`config.mk`:
```
export PLATFORM = sky130hd
export DESIGN_NAME = mts_core
export DESIGN_NICKNAME = d
export VERILOG_FILES = /design/src/rtl/core/mts_pkg.sv /design/src/rtl/core/mts_core.sv
export SDC_FILE = /design/constraint.sdc
export NUM_CORES = 1
export LEC_CHECK = 0
export BUFFER_PORTS_ARGS = -buffer_cell sky130_fd_sc_hd__buf_2
export CORE_MARGIN = 2
export CORE_UTILIZATION = 62
export DETAILED_ROUTE_END_ITERATION = 8
export PLACE_DENSITY = 0.91
export REMOVE_ABC_BUFFERS = 1
export SLEW_MARGIN = 0
export SYNTH_ARGS = -nofsm -noshare
export SYNTH_HDL_FRONTEND = slang
export SYNTH_SLANG_ARGS = --single-unit
export TNS_END_PERCENT = 20
```
`constraint.sdc`:
```
create_clock -name clk -period 6.98 [get_ports clk]
set_input_delay 1.047 -clock clk [delete_from_list [all_inputs] [get_ports clk]]
set_output_delay 1.047 -clock clk [all_outputs]
set_load 0.01 [all_outputs]
```
`src/rtl/core/mts_pkg.sv`:
```
// Package for the melody tone sequencer: constants, item types and helper functions.
package mts_pkg;

  localparam int TABLE_DEPTH = 1024;
  localparam int SONG_STRIDE = 217;
  localparam int REST_BEATS  = 10;
  localparam int PTR_W       = $clog2(TABLE_DEPTH);

  localparam logic [7:0] MARK_REST = 8'hFF;
  localparam logic [7:0] MARK_END  = 8'h00;

  typedef enum logic [1:0] {
    REQ_LOAD  = 2'd0,
    REQ_START = 2'd1,
    REQ_TONE  = 2'd2,
    REQ_BEAT  = 2'd3
  } req_t;

  typedef enum logic [2:0] {
    PH_IDLE = 3'b001,
    PH_TONE = 3'b010,
    PH_REST = 3'b100
  } phase_t;

  typedef struct packed {
    req_t       req_type;
    logic [9:0] load_addr;
    logic [7:0] load_data;
    logic [1:0] song_number;
    logic       play_mode;
  } in_item_t;

  typedef struct packed {
    logic tone_out;
    logic playing;
    logic song_done;
  } out_item_t;

  // Item in the work stage, as seen by the sequencer core
  typedef struct packed {
    logic             valid;
    logic             adv;
    in_item_t         item;
    logic [PTR_W-1:0] fetch_addr;
  } stage_t;

  function automatic logic [PTR_W-1:0] ptr_inc(input logic [PTR_W-1:0] p);
    logic [PTR_W-1:0] r;
    if (32'(p) == TABLE_DEPTH - 1) begin
      r = '0;
    end else begin
      r = p + PTR_W'(1);
    end
    return r;
  endfunction

  function automatic logic [PTR_W-1:0] song_base(input logic [1:0] s);
    logic [PTR_W-1:0] r;
    case (s)
      2'd0:    r = '0;
      2'd1:    r = PTR_W'((1 * SONG_STRIDE) % TABLE_DEPTH);
      2'd2:    r = PTR_W'((2 * SONG_STRIDE) % TABLE_DEPTH);
      2'd3:    r = PTR_W'((3 * SONG_STRIDE) % TABLE_DEPTH);
      default: r = '0;
    endcase
    return r;
  endfunction

endpackage

```
`src/rtl/core/mts_core.sv`:
```
// Sequencer core: play state and the per-item update of tone, beat and entry logic.
module mts_core
  import mts_pkg::*;
(
  input  logic             clk,
  input  logic             rst_n,
  input  stage_t           stg,
  input  logic [7:0]       rd0,
  input  logic [7:0]       rd1,
  output out_item_t        res,
  output logic [PTR_W-1:0] ptr_fwd
);

  logic [PTR_W-1:0] ptr_r, ptr_nxt;
  phase_t           phase_r, phase_nxt;
  logic [7:0]       half_r, half_nxt;
  logic [8:0]       cnt_r, cnt_nxt;
  logic [7:0]       beat_r, beat_nxt;
  logic [7:0]       target_r, target_nxt;
  logic             level_r, level_nxt;

  phase_t     phase_c;
  logic       level_c;
  logic       do_entry;
  logic       done;
  logic [8:0] cnt_inc;
  logic [7:0] beat_inc;

  always_comb begin
    case (phase_r)
      PH_TONE: begin
        phase_c = PH_TONE;
        level_c = level_r;
      end
      PH_REST: begin
        phase_c = PH_REST;
        level_c = level_r;
      end
      default: begin
        phase_c = PH_IDLE;
        level_c = 1'b0;
      end
    endcase
  end

  assign cnt_inc  = cnt_r + 9'd1;
  assign beat_inc = beat_r + 8'd1;

  always_comb begin
    ptr_nxt    = ptr_r;
    phase_nxt  = phase_c;
    half_nxt   = half_r;
    cnt_nxt    = cnt_r;
    beat_nxt   = beat_r;
    target_nxt = target_r;
    level_nxt  = level_c;
    do_entry   = 1'b0;
    done       = 1'b0;

    case (stg.item.req_type)
      REQ_LOAD: begin
      end
      REQ_START: begin
        do_entry = 1'b1;
      end
      REQ_TONE: begin
        if (phase_c == PH_TONE) begin
          cnt_nxt = (cnt_inc > {half_r, 1'b0}) ? 9'd0 : cnt_inc;
          level_nxt = (cnt_nxt < {1'b0, half_r});
        end
      end
      REQ_BEAT: begin
        if (phase_c != PH_IDLE) begin
          beat_nxt = beat_inc;
          if (beat_inc >= target_r) begin
            beat_nxt = 8'd0;
            if (phase_c == PH_TONE && !stg.item.play_mode) begin
              phase_nxt = PH_IDLE;
              level_nxt = 1'b0;
              done      = 1'b1;
            end else begin
              do_entry = 1'b1;
            end
          end
        end
      end
      default: begin
      end
    endcase

    // entry bytes were read at fetch_addr when the item was accepted
    if (do_entry) begin
      beat_nxt = 8'd0;
      if (rd0 == MARK_END) begin
        ptr_nxt   = ptr_inc(stg.fetch_addr);
        phase_nxt = PH_IDLE;
        level_nxt = 1'b0;
        done      = 1'b1;
      end else if (rd0 == MARK_REST) begin
        ptr_nxt    = ptr_inc(stg.fetch_addr);
        phase_nxt  = PH_REST;
        target_nxt = 8'(REST_BEATS);
        level_nxt  = 1'b0;
      end else begin
        ptr_nxt    = ptr_inc(ptr_inc(stg.fetch_addr));
        phase_nxt  = PH_TONE;
        half_nxt   = rd0;
        cnt_nxt    = 9'd0;
        target_nxt = (rd1 == 8'd0) ? 8'd1 : rd1;
        level_nxt  = 1'b1;
      end
    end
  end

  assign res.tone_out  = level_nxt;
  assign res.playing   = (phase_nxt != PH_IDLE);
  assign res.song_done = done;

  // pointer as the next accepted item will see it
  assign ptr_fwd = stg.valid ? ptr_nxt : ptr_r;

  always_ff @(posedge clk) begin
    if (!rst_n) begin
      ptr_r    <= '0;
      phase_r  <= PH_IDLE;
      half_r   <= '0;
      cnt_r    <= '0;
      beat_r   <= '0;
      target_r <= '0;
      level_r  <= 1'b0;
    end else if (stg.adv) begin
      ptr_r    <= ptr_nxt;
      phase_r  <= phase_nxt;
      half_r   <= half_nxt;
      cnt_r    <= cnt_nxt;
      beat_r   <= beat_nxt;
      target_r <= target_nxt;
      level_r  <= level_nxt;
    end
  end

endmodule

```
==> reports/metrics.csv, run 1 <==
metric;value;unit
H-tree depth;2;
number of buffers added to fix hold violations after cts;0;
cell with the largest stage delay on the worst path;sky130_fd_sc_hd__o21ai_0;
peak supply drop;0.000126;V
maximum number of pins on one net before global-route repair;29;
Via Count;3901;
number of standard cells in the final layout excluding fillers;613;
Yosys warnings;0;
number of port buffers;45;
number of global-route vias before repair;3677;
final max-slew violation count;0;
final standard cell utilization of the core;69.0;%
combinational share of power;22.7;%
ordered list of cells on the worst path;and3_1, and3_1, nand3_1, xnor2_1, ha_1, a21oi_1, nand2_1, a21o_1, o21ai_0, and2_1, ha_1, o211a_1, a211oi_1, a211oi_1, a221o_1, o31ai_1, buf_2;
clock network fraction of design power;32.0;%
post-synthesis sequential area ratio;24.0;%
Setup crit start kind;flip-flop;
Switching Fraction;30.4;%
final critical-path required period;5880;ps
synthesized area divided by synthesized cell count;7.66;µm²
share of synthesized area spent on multiplexers;2.40;%
power density normalized to cell area;150;nW/µm²
clock-pin slew on the worst setup and hold paths;90;ps
length in cells of the worst reg-to-reg path;16;
number of endpoints with negative hold slack in the final report;0;
slowest stage delay, CP;570;ps
CTS tree;built;
highest clock rate;170;MHz
hold crit path type;flip-flop to flip-flop;
share of layout cells above drive strength 1;13.9;%
multi-input logic area;2700;µm²
number of buffers on the longest clock path;2;
RePlAce Congestion;0.945;
critical path required time;5930;ps
P&R area growth vs syn;6.33;%
postcts setup bufs;0;
run status;completed;
leading cell types in the layout, fill and taps excluded;57 x sky130_fd_sc_hd__nand2_1, 49 x sky130_fd_sc_hd__nand3_1, 49 x sky130_fd_sc_hd__a21oi_1, 47 x sky130_fd_sc_hd__dfxtp_1, 45 x sky130_fd_sc_hd__buf_2;
sw power;189;µW
compound-cell area share of the yosys netlist;23.4;%
area taken by flip-flops and latches;941;µm²
fillers;498;
area enclosed by the die boundary;6960;µm²
relative contribution of sequential cells to total power;45.3;%
total grt overflow;0;
Worst Tran Pin Value;833;ps
TritonCTS Buffers;5;
most common library cell in the layout ignoring fill and taps;sky130_fd_sc_hd__nand2_1;
slew margin rel.;44.1;%
sort of element at the end of the critical path;output pin;
CTS resizes;0;
First-pass DRT Iterations;7;
total placed cells including tap cells;606;
root cell of the clock tree;sky130_fd_sc_hd__clkbuf_8;
detailed-route vias per instance;6.36;
synthesized-area fraction occupied by adder cells;8.63;%
worst-skew pair later-pin latency;310;ps
Unique masters post-synth;66;
Post-route DRC;0;
number of antenna violations at the first check in global routing;0;
total half-perimeter wirelength after legalization and detailed placement;7170;µm
height of the chip;83.4;µm
# diodes;0;
detailed-route wire length per cell;15.7;µm
core area;6030;µm²
maximum net fanout on the critical path;7;
post-layout power;622;µW
DRT antenna net count;0;
count of state elements after synthesis;47;
total wirelength of the detailed-routed design;9640;µm
simple-gate area share of the yosys netlist;29.1;%
total number of nets in the final design;618;
Static Leakage;1.65;nW
wire length of the first global-routing pass;16300;µm
largest family of logic cells by synthesized area;simple AND/OR/NAND/NOR gates;
setup TNS after final layout;0;ps
number of DRC markers after the initial detailed-route iteration;340;
row count;28;
share of synthesized registers carrying an async set or reset;0;%
# Max-Cap Violations;0;
worst-case hold slack;461;ps
Post-Synthesis Cells;511;
final clock period utilization by the worst path;84.2;%
num ports;66;
unrepaired setup endpoints after global routing;false;
Internal;433;µW
final setup violating endpoints;0;
Worst Clk Skew;10.9;ps
Worst Hold Path Cells;2;
critical path class;flip-flop to output pin;
prevailing post-synth register cell;sky130_fd_sc_hd__dfxtp_1;
Synth Area in XOR/XNOR;5.34;%
starting utilization of the core area;64.9;%
total track usage;27.7;%
floorplan die width;83.4;µm
Data arrival, critical path;4830;ps
CTS Sinks;47;
total standard cell area after synthesis;3910;µm²
count of flip-flops with a built-in enable after synthesis;0;
==> power by group through the flow <==
stage               Clock (mW)  Sequential (mW)  Combinational, mW
floorplan                    0            0.286             0.0885
global placement             0            0.287              0.134
detailed placement           0            0.288              0.138
CTS                      0.200            0.281              0.139
global route             0.212            0.283              0.156
finish                   0.199            0.282              0.141
==> cells by family (layout without fill, tap and decap cells) <==
group,Yosys count,after routing
adders and majority gates,27,27
buffers and inverters,51,78
DFF,47,47
AOI/OAI and AO/OA,137,137
xor gates and xnor gates,23,23
and+or+nand+nor,217,217
muxes,9,9
==> flip-flops by register name (all words and copies together), names as in the netlist <==
signal	cells
ptr_r	10
cnt_r	9
beat_r	8
half_r	8
target_r	8
phase_r	3
level_r	1
==> critical path, delay by kind of cell, from the launching register on <==
family / cells / cell delay (ps)
AOI/OAI and AO/OA: 8 / 2160
adders and majority gates: 2 / 560
xor gates and xnor gates: 1 / 270
DFF: 1 / 470
buffers and inverters: 1 / 190
and+or+nand+nor: 5 / 860
==> metal layers <==
layer	vias to the layer above	wire length [µm]	global-route usage, %
li1	1910	-	-
met2	169	4620	46.2
met4	0	242	11.3
met5	-	0	0
met1	1798	4050	35.1
met3	24	737	5.57
==> final cells by class <==
type	count	share of cell area, %
Clock inverter	1	0.722
Tap cell	75	2.26
Multi-Input combinational cell	413	64.8
Sequential cell	47	22.6
Timing Repair Buffer	46	5.59
Clock buffer	6	1.74
Inverter	25	2.26
==> path summary, 6_finish.rpt <==
kind,to,slack [ps],start
setup / recovery,res[2],1100,cnt_r[2]
hold / removal,ptr_r[4],460,ptr_r[4]
hold reg to reg,ptr_r[4],460,ptr_r[4]
setup reg to reg,level_r,2600,cnt_r[2]
==> stage by stage <==
stage	cell area, µm²	setup WS, ps
floorplan	3730	1930
global placement	4060	1650
detailed placement	4060	1510
CTS	4160	1140
global route	4160	806
finish	4160	1100
==> synthesized netlist by cell type, drive strengths merged (7+ instances only) <==
master,number,area share [%]
a21oi,50,6.7
xnor2,17,4.0
ha,27,8.6
and2,10,1.6
buf,10,1.8
or3,7,1.1
nand3,50,6.5
clkbuf,16,2.8
o21ai,27,3.5
nand2b,10,1.6
a21o,7,1.3
inv,24,2.3
o21a,10,2.0
nor2,25,2.4
nor3,12,1.5
nor4,13,2.6
nand2,57,5.5
dfxtp,47,24
o31ai,11,2.1
Note: power is estimated with default switching activity, not from simulation.
==> run 2: changes to the inputs <==
--- a/config.mk
+++ b/config.mk
@@ -7,9 +7,9 @@
 export LEC_CHECK = 0
 export BUFFER_PORTS_ARGS = -buffer_cell sky130_fd_sc_hd__buf_2
 export CORE_MARGIN = 2
-export CORE_UTILIZATION = 62
+export CORE_UTILIZATION = 57
 export DETAILED_ROUTE_END_ITERATION = 8
-export PLACE_DENSITY = 0.91
+export PLACE_DENSITY = 0.85
 export REMOVE_ABC_BUFFERS = 1
 export SLEW_MARGIN = 0
 export SYNTH_ARGS = -nofsm -noshare
==> constraint.sdc (replaced) <==
create_clock -name clk -period 5.6 [get_ports clk]
set_input_delay 0.84 -clock clk [delete_from_list [all_inputs] [get_ports clk]]
set_output_delay 0.84 -clock clk [all_outputs]
set_load 0.01 [all_outputs]
==> run 2 against run 1 <==
Routed wire length increased by 1.2%. Hold slack improved by 2.6 ps. Via count decreased by 0.97%. Global-route usage decreased by 1.1 points. Non-clock buffer count unchanged. Utilization decreased by 7.0 points. Critical endpoint unchanged. Highest routed layer unchanged.
==> reports/metrics.csv, run 2 (synthesis results as in run 1) <==
metric;value;unit
total placed cells including tap cells;611;
worst-case hold slack;463;ps
setup TNS after final layout;0;ps
final clock period utilization by the worst path;95.7;%
start of the worst register-to-register path;cnt_r[0];
Worst Clk Skew;4.99;ps
height of the chip;86.9;µm
row count;30;
final standard cell utilization of the core;62.0;%
floorplan die width;86.9;µm
combinational share of power;24.1;%
most common library cell in the layout ignoring fill and taps;sky130_fd_sc_hd__nand2_1;
length in cells of the worst reg-to-reg path;17;
critical path required time;4760;ps
total grt overflow;0;
critical path class;flip-flop to output pin;
DRT antenna net count;0;
Via Count;3863;
Data arrival, critical path;4520;ps
number of endpoints with negative hold slack in the final report;0;
# Max-Cap Violations;0;
run status;completed;
final max-slew violation count;0;
slew margin rel.;42.4;%
Switching Fraction;33.0;%
detailed-route wire length per cell;15.8;µm
Static Leakage;1.65;nW
hold crit path type;flip-flop to flip-flop;
maximum net fanout on the critical path;11;
number of global-route vias before repair;3669;
detailed-route vias per instance;6.24;
startpoint of the worst hold path;ptr_r[2];
Setup crit start kind;flip-flop;
post-route cell area;4170;µm²
setup slack on the worst flop-to-flop path;1490;ps
TritonCTS Buffers;5;
Worst Tran Pin Value;858;ps
CTS resizes;0;
leading cell types in the layout, fill and taps excluded;57 x sky130_fd_sc_hd__nand2_1, 49 x sky130_fd_sc_hd__nand3_1, 49 x sky130_fd_sc_hd__a21oi_1, 46 x sky130_fd_sc_hd__dfxtp_1, 45 x sky130_fd_sc_hd__buf_2;
relative contribution of sequential cells to total power;47.3;%
First-pass DRT Iterations;5;
Worst R2R End;level_r;
clock-pin slew on the worst setup and hold paths;90;ps
number of buffers added to fix hold violations after cts;0;
power density normalized to cell area;178;nW/µm²
post-layout power;742;µW
Internal;497;µW
area enclosed by the die boundary;7540;µm²
highest clock rate;187;MHz
setup ws final;239;ps
CTS Sinks;47;
number of buffers on the longest clock path;2;
number of standard cells in the final layout excluding fillers;619;
total half-perimeter wirelength after legalization and detailed placement;7220;µm
clock network fraction of design power;28.6;%
H-tree depth;2;
num ports;66;
RePlAce Congestion;0.894;
Largest register FFs;10;
number of DRC markers after the initial detailed-route iteration;198;
number of antenna violations at the first check in global routing;0;
core area;6720;µm²
sw power;245;µW
Worst Hold Path Cells;2;
post-place instance area;4060;µm²
starting utilization of the core area;58.2;%
share of layout cells above drive strength 1;15.0;%
final critical-path required period;5360;ps
root cell of the clock tree;sky130_fd_sc_hd__clkbuf_8;
# diodes;0;
sort of element at the end of the critical path;output pin;
registers with the most flip-flops;ptr_r (10), cnt_r (9);
register name with the most flops;ptr_r;
number of port buffers;45;
final setup violating endpoints;0;
maximum number of pins on one net before global-route repair;29;
pre-CTS setup slack;423;ps
wire length of the first global-routing pass;16400;µm
worst-skew pair later-pin latency;310;ps
CTS tree;built;
total wirelength of the detailed-routed design;9760;µm
total track usage;26.6;%
peak supply drop;0.0000940;V
Worst Hold Endpoint;ptr_r[2];
P&R area growth vs syn;6.52;%
total number of nets in the final design;618;
postcts setup bufs;0;
Post-route DRC;0;
==> run 2: changes by cell type in the layout (fill, tap and decap cells not counted), sizes merged <==
cell    change
inv         +1
clkbuf      -1
bufinv      -1
clkinv      +2
==> run 2: worst max-delay path: stages (launching register included) <==
cell and delay, ps:
sky130_fd_sc_hd__dfxtp_1 470, sky130_fd_sc_hd__ha_2 290, sky130_fd_sc_hd__nand4_1 110, sky130_fd_sc_hd__nor2_1 200, sky130_fd_sc_hd__xor2_2 150, sky130_fd_sc_hd__ha_1 330
sky130_fd_sc_hd__nand4_1 120, sky130_fd_sc_hd__nor3_1 220, sky130_fd_sc_hd__nand2_1 140, sky130_fd_sc_hd__o21ai_1 170, sky130_fd_sc_hd__buf_4 220, sky130_fd_sc_hd__and2_1 150
sky130_fd_sc_hd__ha_1 230, sky130_fd_sc_hd__o211a_1 200, sky130_fd_sc_hd__a211oi_1 280, sky130_fd_sc_hd__a211oi_1 100, sky130_fd_sc_hd__a221o_1 370, sky130_fd_sc_hd__o31ai_2 270
sky130_fd_sc_hd__buf_2 190
==> run 2: metal layers <==
metal | global-route usage, % | share of wire [%] | wire [µm]
met1 | 33.5 | 44 | 4260
met2 | 45.7 | 49 | 4750
met5 | 0 | 0 | 0
met4 | 10.4 | 2.9 | 279
met3 | 3.89 | 4.9 | 476
==> run 2: how the worst max path moves through the flow <==
stage | startpoint | depth (start not counted) | end | slack (ps)
2_1_floorplan | cnt_r[2] | 16 | res[2] | 760
3_3_place_gp | cnt_r[2] | 18 | res[2] | 570
3_5_place_dp | cnt_r[2] | 18 | res[2] | 420
4_1_cts | cnt_r[2] | 18 | res[2] | 70
5_1_grt | cnt_r[0] | 18 | res[2] | -4
6_report | cnt_r[0] | 18 | res[2] | 240
==> run 2: cell type report <==
cell class / instances / area [µm²]
flip-flops and latches: 47 / 942
multi-input cells: 413 / 2710
well taps: 80 / 100
inverters: 25 / 93.8
fillers: 609 / 2550
clock buffers: 5 / 68.8
clock inverters: 3 / 18.8
repair buffers: 46 / 233
==> run 2: power by group through the flow <==
stage	Combinational, mW	Clock [mW]	Sequential [mW]
2_1_floorplan	0.110	0	0.357
3_3_place_gp	0.168	0	0.358
3_5_place_dp	0.173	0	0.359
4_1_cts	0.175	0.216	0.351
5_1_grt	0.197	0.232	0.352
6_report	0.179	0.213	0.351
==> run 3: changes to the inputs <==
--- a/config.mk
+++ b/config.mk
@@ -10,7 +10,6 @@
 export CORE_UTILIZATION = 57
 export DETAILED_ROUTE_END_ITERATION = 8
 export PLACE_DENSITY = 0.85
-export REMOVE_ABC_BUFFERS = 1
 export SLEW_MARGIN = 0
 export SYNTH_ARGS = -nofsm -noshare
 export SYNTH_HDL_FRONTEND = slang
==> constraint.sdc (replaced) <==
create_clock -name clk -period 5 [get_ports clk]
set_input_delay 0.75 -clock clk [delete_from_list [all_inputs] [get_ports clk]]
set_output_delay 0.75 -clock clk [all_outputs]
set_load 0.01 [all_outputs]
==> run 3 against run 2 <==
First-iteration DRC count rose by 77%. Combinational power is 15% higher. Die area stayed put. Count of clock-buffer cells in the layout grew 1. Power increased by 13%. Design area grew 1.7%. Cell count grew 0.65%. Register-to-register slack got worse by 210 ps. Critical endpoint unchanged.
==> reports/metrics.csv, run 3 (synthesis results as in run 1) <==
metric;value;unit
core area;6720;µm²
slew margin rel.;42.1;%
highest clock rate;209;MHz
post-route cell area;4240;µm²
setup slack on the worst flop-to-flop path;1280;ps
H-tree depth;2;
Data arrival, critical path;4040;ps
capture point of the worst path;res[2];
number of global-route vias before repair;3634;
Setup crit start kind;flip-flop;
DRT antenna net count;0;
First-pass DRT Iterations;6;
power density normalized to cell area;198;nW/µm²
critical path required time;4250;ps
Static Leakage;1.68;nW
Largest register FFs;10;
unrepaired setup endpoints after global routing;false;
CTS Sinks;47;
Worst R2R End;level_r;
cell with the largest stage delay on the worst path;sky130_fd_sc_hd__a221o_1;
start of the worst register-to-register path;cnt_r[3];
critical path depth in cells;18;
maximum net fanout on the critical path;5;
post-place instance area;4090;µm²
detailed-route wire length per cell;16.2;µm
peak supply drop;0.000152;V
P&R area growth vs syn;8.38;%
number of buffers added to fix hold violations after cts;0;
share of layout cells above drive strength 1;16.9;%
RePlAce Congestion;0.847;
ordered list of cells on the worst path;and3_1, and3_4, nand3_1, xnor2_2, ha_1, nand4_1, nor3_2, nand2_1, o21ai_2, buf_4, and2_1, ha_1, o211a_1, a211oi_1, a211oi_1, a221o_1, o31ai_1, buf_2;
wire length of the first global-routing pass;16100;µm
final setup violating endpoints;0;
final critical-path required period;4790;ps
total track usage;26.3;%
Worst Tran Pin Value;863;ps
fillers;572;
number of buffers on the longest clock path;2;
final max-slew violation count;0;
syn_nets;591;
Via Count;3981;
clock-pin slew on the worst setup and hold paths;80;ps
maximum number of pins on one net before global-route repair;29;
TritonCTS Buffers;5;
starting utilization of the core area;58.2;%
root cell of the clock tree;sky130_fd_sc_hd__clkbuf_8;
slowest stage delay, CP;380;ps
number of DRC markers after the initial detailed-route iteration;351;
number of antenna violations at the first check in global routing;0;
final standard cell utilization of the core;63.1;%
detailed-route vias per instance;6.39;
leading cell types in the layout, fill and taps excluded;57 x sky130_fd_sc_hd__nand2_1, 49 x sky130_fd_sc_hd__nand3_1, 48 x sky130_fd_sc_hd__a21oi_1, 45 x sky130_fd_sc_hd__buf_2, 44 x sky130_fd_sc_hd__dfxtp_1;
CTS tree;built;
# diodes;0;
worst-skew pair later-pin latency;310;ps
post-layout power;838;µW
length in cells of the worst reg-to-reg path;17;
registers with the most flip-flops;ptr_r (10), cnt_r (9);
most common library cell in the layout ignoring fill and taps;sky130_fd_sc_hd__nand2_1;
total grt overflow;0;
cell type group with the largest total delay on the critical path;compound AO/OA/AOI/OAI gates;
total half-perimeter wirelength after legalization and detailed placement;7430;µm
run status;completed;
# Max-Cap Violations;0;
floorplan die width;86.9;µm
num ports;66;
total number of nets in the final design;623;
setup ws final;212;ps
WP buf/inv;2;
row count;30;
Post-route DRC;0;
setup TNS after final layout;0;ps
area enclosed by the die boundary;7540;µm²
hold crit path type;flip-flop to flip-flop;
number of port buffers;45;
Worst Clk Skew;12.3;ps
height of the chip;86.9;µm
worst setup path startpoint;cnt_r[3];
pre-CTS setup slack;303;ps
final clock period utilization by the worst path;95.8;%
number of endpoints with negative hold slack in the final report;0;
critical path class;flip-flop to output pin;
register name with the most flops;ptr_r;
sort of element at the end of the critical path;output pin;
total wirelength of the detailed-routed design;10100;µm
[run 3: repair_timing]
action / 4_1_cts / 5_1_grt
hold endpoints to repair: 0 / 0
gates resized for setup: 1 / 12
endpoints found under the setup margin: 1 / 1
pin swaps: 0 / 2
setup buffers: 0 / 2
[run 3: worst min-delay path by stage]
stage | start | to | slack, ps | cells past startpoint
finish | ptr_r[6] | ptr_r[6] | 460 | 2
global route | ptr_r[2] | ptr_r[2] | 480 | 2
global placement | ptr_r[2] | ptr_r[2] | 440 | 2
floorplan | ptr_r[2] | ptr_r[2] | 430 | 2
CTS | ptr_r[6] | ptr_r[6] | 460 | 2
detailed placement | ptr_r[6] | ptr_r[6] | 450 | 2
[run 3: per-layer routing]
metal / track usage [%] / wire length, µm / vias up
met4: 10.9 / 197 / 0
met3: 4.36 / 730 / 21
met1: 32.7 / 4170 / 1842
met5: 0 / 0 / -
li1: - / - / 1924
met2: 44.8 / 5020 / 194
[run 3: final cells by class]
| class | count | area (µm²) | share of cell area (%) |
|---|---|---|---|
| multi-input combinational | 413 | 2740 | 64.7 |
| sequential | 47 | 945 | 22.3 |
| timing repair buffer | 51 | 270 | 6.37 |
| tap | 80 | 100 | 2.36 |
| inverter | 25 | 93.8 | 2.21 |
| clock buffer | 6 | 82.6 | 1.95 |
| clock inverter | 1 | 5.00 | 0.118 |
[run 3: worst register-to-register path, cell delays in order (launching register included)]
cell	delay, ps
sky130_fd_sc_hd__dfxtp_2	370
sky130_fd_sc_hd__and3_1	180
sky130_fd_sc_hd__and3_4	210
sky130_fd_sc_hd__nand3_1	120
sky130_fd_sc_hd__xnor2_2	180
sky130_fd_sc_hd__ha_1	320
sky130_fd_sc_hd__nand4_1	170
sky130_fd_sc_hd__nor3_2	210
sky130_fd_sc_hd__nand2_1	120
sky130_fd_sc_hd__o21ai_2	110
sky130_fd_sc_hd__buf_4	150
sky130_fd_sc_hd__and2_1	110
sky130_fd_sc_hd__ha_1	240
sky130_fd_sc_hd__o211a_1	140
sky130_fd_sc_hd__a211oi_1	260
sky130_fd_sc_hd__a211oi_1	100
sky130_fd_sc_hd__a221o_1	380
sky130_fd_sc_hd__o32ai_1	280
[run 3: metrics by stage]
step,hold slack (ps),std cells
after CTS,458,621
after global placement,441,614
after global routing,480,623
after floorplan,433,511
final,457,623
after detailed placement,447,614
[run 3: power by group]
group / internal, mW / total, mW / switching [mW]
logic: 0.0751 / 0.206 / 0.130
registers: 0.386 / 0.393 / 0.00711
clock network: 0.109 / 0.240 / 0.131
